--- config.mk ---
export PLATFORM = sky130hd
export DESIGN_NAME = burst_bus_master_unit
export DESIGN_NICKNAME = d
export VERILOG_FILES = /design/src/bbm_pkg.sv /design/src/bbm_core.sv /design/src/burst_bus_master_unit.sv
export SDC_FILE = /design/constraint.sdc
export NUM_CORES = 1
export LEC_CHECK = 0
export ABC_CLOCK_PERIOD_IN_PS = 6300
export BUFFER_PORTS_ARGS = -buffer_cell sky130_fd_sc_hd__buf_2
export CAP_MARGIN = 0
export CORE_ASPECT_RATIO = 1.4
export CORE_MARGIN = 2
export CORE_UTILIZATION = 55
export CTS_CLUSTER_SIZE = 8
export DETAILED_ROUTE_END_ITERATION = 10
export GPL_TIMING_DRIVEN = 0
export PLACE_DENSITY_LB_ADDON = 0.08
export SLEW_MARGIN = 20
export SYNTH_ARGS = -nofsm -noshare
export SYNTH_HDL_FRONTEND = slang
export SYNTH_SLANG_ARGS = --single-unit
export TNS_END_PERCENT = 100
--- constraint.sdc ---
create_clock -name clock -period 6.3 [get_ports clock]
set_input_delay 1.26 -clock clock [delete_from_list [all_inputs] [get_ports clock]]
set_output_delay 1.26 -clock clock [all_outputs]
set_load 0.05 [all_outputs]
--- src/bbm_pkg.sv ---
package bbm_pkg;

   localparam int BASE_ADDRESS_BITS = 13;
   localparam int BEAT_BITS         = 3;
   localparam int BEATS             = 2 ** BEAT_BITS;
   localparam int BYTE_BITS         = 8;
   localparam int BYTE_SEL_BITS     = BEAT_BITS + 3;
   localparam int WORD_BITS         = BEATS * BYTE_BITS;
   localparam int ADDR_BITS         = 16;

   typedef enum logic [1:0] {
      LINE_LOW      = 2'd0,
      LINE_HIGH     = 2'd1,
      LINE_RELEASED = 2'd2
   } line_type;

   typedef enum logic [2:0] {
      PH_IDLE         = 3'd0,
      PH_WAIT_GRANT   = 3'd1,
      PH_DRIVE        = 3'd2,
      PH_HOLD         = 3'd3,
      PH_GAP          = 3'd4,
      PH_WAIT_RELEASE = 3'd5
   } phase_type;

   typedef struct packed {
      logic                         start_req;
      logic                         is_read;
      logic [BASE_ADDRESS_BITS-1:0] base_address;
      logic [WORD_BITS-1:0]         write_word;
      logic                         bus_grant;
      logic                         mem_ready;
      logic [BYTE_BITS-1:0]         mem_read_data;
   } req_type;

   typedef struct packed {
      line_type             bus_request;
      logic [ADDR_BITS-1:0] mem_address;
      logic                 address_driven;
      logic [BYTE_BITS-1:0] mem_write_data;
      logic                 data_driven;
      line_type             chip_select;
      line_type             read_not_write;
      logic                 busy_res;
      logic                 done_res;
      logic [WORD_BITS-1:0] read_word;
   } rsp_type;

endpackage

--- src/bbm_core.sv ---
module bbm_core (
   input  logic            clock,
   input  logic            reset,
   input  logic            step,
   input  bbm_pkg::req_type req,
   output bbm_pkg::rsp_type rsp
);

   bbm_pkg::phase_type                          phase_ff, phase_in;
   logic [bbm_pkg::BEAT_BITS-1:0]               beat_ff, beat_in;
   logic [bbm_pkg::BASE_ADDRESS_BITS-1:0]       base_ff, base_in;
   logic [bbm_pkg::WORD_BITS-1:0]               data_ff, data_in;
   logic                                        dir_read_ff, dir_read_in;
   logic                                        last_grant_ff, last_ready_ff;
   bbm_pkg::line_type                           request_ff, request_in;

   logic                                        grant_rise, grant_fall;
   logic                                        ready_rise, ready_fall;
   logic                                        done;
   logic                                        drv;
   logic [bbm_pkg::BYTE_SEL_BITS-1:0]           sel_now, sel_next;

   always_ff @(posedge clock) begin
      if (reset) begin
         phase_ff      <= bbm_pkg::PH_IDLE;
         beat_ff       <= '0;
         base_ff       <= '0;
         data_ff       <= '0;
         dir_read_ff   <= 1'b0;
         last_grant_ff <= 1'b0;
         last_ready_ff <= 1'b0;
         request_ff    <= bbm_pkg::LINE_RELEASED;
      end else if (step) begin
         phase_ff      <= phase_in;
         beat_ff       <= beat_in;
         base_ff       <= base_in;
         data_ff       <= data_in;
         dir_read_ff   <= dir_read_in;
         last_grant_ff <= req.bus_grant;
         last_ready_ff <= req.mem_ready;
         request_ff    <= request_in;
      end
   end

   assign grant_rise = req.bus_grant & ~last_grant_ff;
   assign grant_fall = ~req.bus_grant & last_grant_ff;
   assign ready_rise = req.mem_ready & ~last_ready_ff;
   assign ready_fall = ~req.mem_ready & last_ready_ff;
   assign sel_now    = {beat_ff, 3'b000};

   always_comb begin
      phase_in    = phase_ff;
      beat_in     = beat_ff;
      base_in     = base_ff;
      data_in     = data_ff;
      dir_read_in = dir_read_ff;
      request_in  = request_ff;
      done        = 1'b0;
      case (phase_ff)
         bbm_pkg::PH_IDLE: begin
            if (req.start_req) begin
               base_in     = req.base_address;
               dir_read_in = req.is_read;
               data_in     = req.is_read ? '0 : req.write_word;
               beat_in     = '0;
               request_in  = bbm_pkg::LINE_HIGH;
               phase_in    = bbm_pkg::PH_WAIT_GRANT;
            end
         end
         bbm_pkg::PH_WAIT_GRANT: begin
            if (grant_rise) begin
               beat_in  = '0;
               phase_in = bbm_pkg::PH_DRIVE;
            end
         end
         bbm_pkg::PH_DRIVE: begin
            if (ready_rise) begin
               if (dir_read_ff) begin
                  data_in[sel_now +: bbm_pkg::BYTE_BITS] = req.mem_read_data;
               end
               phase_in = bbm_pkg::PH_HOLD;
            end
         end
         bbm_pkg::PH_HOLD: begin
            if (ready_fall) begin
               phase_in = bbm_pkg::PH_GAP;
            end
         end
         bbm_pkg::PH_GAP: begin
            if (beat_ff == bbm_pkg::BEAT_BITS'(bbm_pkg::BEATS - 1)) begin
               request_in = bbm_pkg::LINE_LOW;
               phase_in   = bbm_pkg::PH_WAIT_RELEASE;
            end else begin
               beat_in  = beat_ff + 1'b1;
               phase_in = bbm_pkg::PH_DRIVE;
            end
         end
         bbm_pkg::PH_WAIT_RELEASE: begin
            if (grant_fall) begin
               request_in = bbm_pkg::LINE_RELEASED;
               phase_in   = bbm_pkg::PH_IDLE;
               done       = 1'b1;
            end
         end
         default: begin
            phase_in = bbm_pkg::PH_IDLE;
         end
      endcase
   end

   // Result lines reflect the state after this sample's update.
   assign drv      = (phase_in == bbm_pkg::PH_DRIVE) || (phase_in == bbm_pkg::PH_HOLD);
   assign sel_next = {beat_in, 3'b000};

   always_comb begin
      rsp.bus_request    = request_in;
      rsp.mem_address    = drv ? bbm_pkg::ADDR_BITS'({base_in, beat_in}) : '0;
      rsp.address_driven = drv;
      rsp.mem_write_data = (drv && !dir_read_in) ? data_in[sel_next +: bbm_pkg::BYTE_BITS]
                                                 : '0;
      rsp.data_driven    = drv && !dir_read_in;
      rsp.chip_select    = (phase_in == bbm_pkg::PH_DRIVE) ? bbm_pkg::LINE_HIGH :
                           (phase_in == bbm_pkg::PH_HOLD)  ? bbm_pkg::LINE_LOW  :
                                                             bbm_pkg::LINE_RELEASED;
      rsp.read_not_write = !drv        ? bbm_pkg::LINE_RELEASED :
                           dir_read_in ? bbm_pkg::LINE_HIGH : bbm_pkg::LINE_LOW;
      rsp.busy_res       = (phase_in != bbm_pkg::PH_IDLE);
      rsp.done_res       = done;
      rsp.read_word      = (done && dir_read_ff) ? data_ff : '0;
   end

endmodule

--- src/burst_bus_master_unit.sv ---
// Burst bus master: moves one 64-bit word as eight byte beats over a
// request/grant bus and a ready-handshaked memory port.
//
// Input channel (req_*): each beat is one sampled bus cycle: start request,
// direction, base address, write word, grant, memory ready and read byte.
// Result channel (rsp_*): one beat per input beat, carrying the bus and
// memory lines as they stand after that sample, busy, a done pulse and,
// on the done beat of a read burst, the assembled read word.
//
// Throughput is one beat per cycle while the receiver does not stall. An accepted
// beat lands in the input register, the controller then updates its state and
// writes the result register, and rsp_valid rises with that write.
// The controller state advances only when a beat moves from the input
// register into the result register, so stalls never skip or repeat a sample.
//
// Reset (synchronous, active high) empties both registers and puts the
// controller in idle with the request line released. When the receiver
// stalls, the result register holds, the input register fills, and then
// req_ready drops until rsp_ready returns.
module burst_bus_master_unit (
   input  logic                                  clock,
   input  logic                                  reset,
   input  logic                                  req_valid,
   output logic                                  req_ready,
   input  logic                                  req_start_req,
   input  logic                                  req_is_read,
   input  logic [bbm_pkg::BASE_ADDRESS_BITS-1:0] req_base_address,
   input  logic [bbm_pkg::WORD_BITS-1:0]         req_write_word,
   input  logic                                  req_bus_grant,
   input  logic                                  req_mem_ready,
   input  logic [bbm_pkg::BYTE_BITS-1:0]         req_mem_read_data,
   output logic                                  rsp_valid,
   input  logic                                  rsp_ready,
   output logic [1:0]                            rsp_bus_request,
   output logic [bbm_pkg::ADDR_BITS-1:0]         rsp_mem_address,
   output logic                                  rsp_address_driven,
   output logic [bbm_pkg::BYTE_BITS-1:0]         rsp_mem_write_data,
   output logic                                  rsp_data_driven,
   output logic [1:0]                            rsp_chip_select,
   output logic [1:0]                            rsp_read_not_write,
   output logic                                  rsp_busy_res,
   output logic                                  rsp_done_res,
   output logic [bbm_pkg::WORD_BITS-1:0]         rsp_read_word
);

   logic             in_valid_ff, in_valid_in;
   bbm_pkg::req_type in_data_ff;
   logic             out_valid_ff, out_valid_in;
   bbm_pkg::rsp_type out_data_ff;
   bbm_pkg::rsp_type core_rsp;
   bbm_pkg::req_type req_beat;
   logic             advance;
   logic             take;

   // Advance the held sample when the result register is free or draining.
   assign advance   = in_valid_ff && (!out_valid_ff || rsp_ready);
   assign req_ready = !in_valid_ff || advance;
   assign take      = req_valid && req_ready;

   assign req_beat.start_req     = req_start_req;
   assign req_beat.is_read       = req_is_read;
   assign req_beat.base_address  = req_base_address;
   assign req_beat.write_word    = req_write_word;
   assign req_beat.bus_grant     = req_bus_grant;
   assign req_beat.mem_ready     = req_mem_ready;
   assign req_beat.mem_read_data = req_mem_read_data;

   assign in_valid_in  = take || (in_valid_ff && !advance);
   assign out_valid_in = advance || (out_valid_ff && !rsp_ready);

   always_ff @(posedge clock) begin
      if (reset) begin
         in_valid_ff  <= 1'b0;
         out_valid_ff <= 1'b0;
      end else begin
         in_valid_ff  <= in_valid_in;
         out_valid_ff <= out_valid_in;
      end
   end

   // Payload registers: load on their own handshake, hold otherwise.
   always_ff @(posedge clock) begin
      if (take) begin
         in_data_ff <= req_beat;
      end
      if (advance) begin
         out_data_ff <= core_rsp;
      end
   end

   bbm_core u_core (
      .clock (clock),
      .reset (reset),
      .step  (advance),
      .req   (in_data_ff),
      .rsp   (core_rsp)
   );

   assign rsp_valid          = out_valid_ff;
   assign rsp_bus_request    = out_data_ff.bus_request;
   assign rsp_mem_address    = out_data_ff.mem_address;
   assign rsp_address_driven = out_data_ff.address_driven;
   assign rsp_mem_write_data = out_data_ff.mem_write_data;
   assign rsp_data_driven    = out_data_ff.data_driven;
   assign rsp_chip_select    = out_data_ff.chip_select;
   assign rsp_read_not_write = out_data_ff.read_not_write;
   assign rsp_busy_res       = out_data_ff.busy_res;
   assign rsp_done_res       = out_data_ff.done_res;
   assign rsp_read_word      = out_data_ff.read_word;

endmodule

==> impl_metrics.py <==
metrics = {
    "floorplanning": {
        "initial_core_util_pct": 56.1,
        "fp.dieH_um": 178,
        "io_pins": 193,
        "core_mm2": 0.0213,
        "die_x_um": 129,
        "dieArea_mm2": 0.0229,
        "rows": 63,
    },
    "routing": {
        "routedWlPerCell_um": 23.7,
        "drt_pass1_iterations": 6,
        "totalWireLength_um": 35800,
        "num_vias": 9489,
        "drt_iter0_drc": 802,
        "vias_per_cell": 6.27,
        "ant_nets": 0,
        "remaining_drc_errors": 0,
    },
    "synth": {
        "ys.flop_type": "edfxtp_1",
        "syn_inst": 986,
        "synth-edff-count": 187,
        "synth_most_common_cell": "edfxtp_1",
        "synthTopCellsByArea": "edfxtp_1 47%, dfxtp_1 15%, a22oi_1 4.0%",
        "ys_ff_latch": 277,
        "synth_warnings": 0,
        "yosysUniqueCellTypes": 63,
        "syn_avg_cell_area_um2": 12.1,
        "netlist_area_mm2": 0.0119,
        "synth_async_sr_flop_share_pct": 0,
        "synthesis.nets": 1083,
        "synthDominantCellAreaShare_pct": 47.0,
        "ys_seq_area_share_pct": 62.1,
        "ys_top_cells_by_count": "187 x edfxtp_1, 90 x dfxtp_1, 85 x nor2_1",
        "yosys.area.top_type": "edfxtp_1",
    },
    "timing": {
        "rsz0062_at_grt": "no",
        "hold_viol_final": 0,
        "period_share_pct": 62.0,
        "setup_viol": 0,
        "finalCriticalPeriod_ps": 3910,
        "clock.fmax_ghz": 0.256,
        "slew_violations": 0,
        "finClkSkew_ps": 23.4,
        "worstMarginPinSlew_ps": 1030,
        "max_slew_margin_pct": 30.4,
    },
    "place": {
        "placed_cell_area_mm2": 0.0133,
        "gp_congestion": 0.931,
        "dp.cells": 1441,
        "dp_hpwl_um": 25100,
        "portBuffers": 191,
    },
    "worst_setup_path": {
        "r2r-start": "u_core.beat_ff[0]$_SDFFE_PP0P_",
        "path_max_fanout": 10,
        "required_ps": 6530,
        "rrSetupSlack_ps": 2390,
        "crit_type": "flop to flop",
        "critPathLaunchType": "flop",
        "arrival_ps": 4140,
        "cp-end-kind": "flop",
        "cp-startpoint": "u_core.beat_ff[0]$_SDFFE_PP0P_",
        "r2r_cells": 10,
        "reg2reg_to": "rsp_mem_write_data[5]$_SDFFCE_PN0P_",
    },
    "final_layout": {
        "instances_no_fill": 1514,
        "nNetsFinal": 1320,
        "area_delta_synth_final_pct": 21.2,
        "fin_area_mm2": 0.0145,
        "drive_gt1_share_pct": 22.7,
    },
    "grt": {
        "grt_pass1_vias": 9259,
        "grt_max_degree": 48,
        "grt.overflow.total": 0,
        "grt_pass1_wl_um": 52700,
        "grt_usage_pct": 30.8,
        "grt_antenna_before_repair": 1,
    },
    "hold_path": {
        "worstHoldStart": "u_core.base_ff[1]$_SDFFE_PP0P_",
        "hold_depth": 2,
        "min_to": "u_core.base_ff[1]$_SDFFE_PP0P_",
        "worstHoldPathType": "flop to flop",
    },
    "cts": {
        "cts.sinks": 277,
        "post_cts_buffers": 0,
        "ctsResizeCount": 0,
        "clk_latency_ps": 520,
        "ctsHoldBuffers": 0,
        "cts_tree": "built",
        "cts_buffers": 40,
        "clockBufferDepth": 3,
        "clkTransAtPathRegs_ps": 50,
        "clockRootBuffer": "clkbuf_16",
        "htree_levels": 2,
    },
    "power_and_ir_drop": {
        "p_leak_nw": 5.49,
        "powerDensity_mw_per_mm2": 316,
        "vdd_drop_max_v": 0.000237,
    },
    "job": {
        "drv_cap": 0,
    },
    "outcome": {
        "status": "complete, no violations",
    },
}
## how the worst max path moves through the flow
stage	endpoint	slack [ps]	depth (start not counted)
floorplan	u_core.request_ff[0]$_SDFFE_PP0P_	760	7
global placement	u_core.request_ff[0]$_SDFFE_PP0P_	-1300	8
detailed placement	rsp_read_word[20]$_SDFFCE_PN0P_	2380	8
CTS	rsp_mem_write_data[5]$_SDFFCE_PN0P_	2460	10
global route	rsp_mem_write_data[3]$_SDFFCE_PN0P_	2240	10
finish	rsp_mem_write_data[5]$_SDFFCE_PN0P_	2390	10
## routing by layer
layer	vias to the layer above	share of wire, %	global-route usage (%)
li1	4307	-	-
met1	4588	38	38.4
met2	505	50	52.5
met3	89	7.1	5.13
met4	0	4.4	14.0
met5	-	0	0
## cells by family after synthesis
group	Yosys count	share of synthesized area [%]
fa+ha+maj	4	0.419
compound gates	264	17.2
flops	277	62.1
simple gates	345	16.9
buf+inv	95	3.40
mux	1	0.0838
## layout make-up
class,count,area [um2]
clock inverters,3,22.5
clock buffers,69,1130
flip-flops and latches,277,7420
repair buffers,195,1030
inverters,8,30.0
well taps,260,325
diodes,1,2.50
plain buffers,87,380
fillers,1677,6810
multi-input cells,614,4140
## power by group
group	leakage (nW)	internal, mW	switching (mW)	total (mW)
Sequential	2.50	2.03	0.0370	2.07
Combinational	2.43	0.154	0.404	0.558
Clock	0.551	1.21	0.743	1.95
Total	5.49	3.39	1.18	4.58
## worst max-delay path, stage by stage, from the launching register on
cell and delay [ps]:
dfxtp_1 390, clkbuf_1 400, inv_1 90, ha_1 230, ha_1 370, or4b_1 580, o41a_4 380, buf_6 160
a211oi_2 280, nor3b_1 160, or4_1 580
## state kept, by name, summed over array words and instances (netlist names), 2 cells and up
register and flops:
u_core.base_ff 13, u_core.data_ff 64, rsp_mem_address 16, u_core.request_ff 2, rsp_read_not_write 2, rsp_read_word 64, in_data_ff 89, rsp_chip_select 2
rsp_mem_write_data 8, u_core.beat_ff 3, rsp_bus_request 2, u_core.phase_ff 3
## through the flow
step / power [mW] / hold slack (ps) / setup WS [ps] / TNS [ps] / utilization (%)
after floorplan: 2.46 / 437 / 759 / 0 / -
after global placement: 2.65 / 442 / -1300 / -127410 / 62.2
after detailed placement: 2.65 / 451 / 2380 / 0 / 62.6
after CTS: 4.59 / 458 / 2460 / 0 / 68.0
after global routing: 4.71 / 479 / 2240 / 0 / 68.0
final: 4.58 / 457 / 2390 / 0 / 68.0
## cell usage in the layout (no fill, tap or decap), types with 6 or more instances in the layout
| cell | netlist | routed |
|---|---|---|
| a21oi_1 | 43 | 43 |
| clkbuf_1 | 64 | 91 |
| buf_2 | 7 | 199 |
| and3_1 | 66 | 66 |
| nand2_1 | 69 | 69 |
| nand2b_1 | 11 | 11 |
| clkbuf_16 | 0 | 41 |
| a22o_1 | 34 | 34 |
| nor4_4 | 6 | 6 |
| a221o_1 | 29 | 29 |
| inv_1 | 8 | 8 |
| a211oi_1 | 55 | 55 |
| edfxtp_1 | 187 | 187 |
| or4_1 | 7 | 7 |
| nor2_1 | 85 | 85 |
| nor3_1 | 8 | 8 |
| a22oi_1 | 63 | 63 |
| buf_1 | 10 | 10 |
| nor3b_1 | 50 | 50 |
| a211oi_2 | 7 | 7 |
| dfxtp_1 | 90 | 90 |
Power figures use the tool's default switching activity.
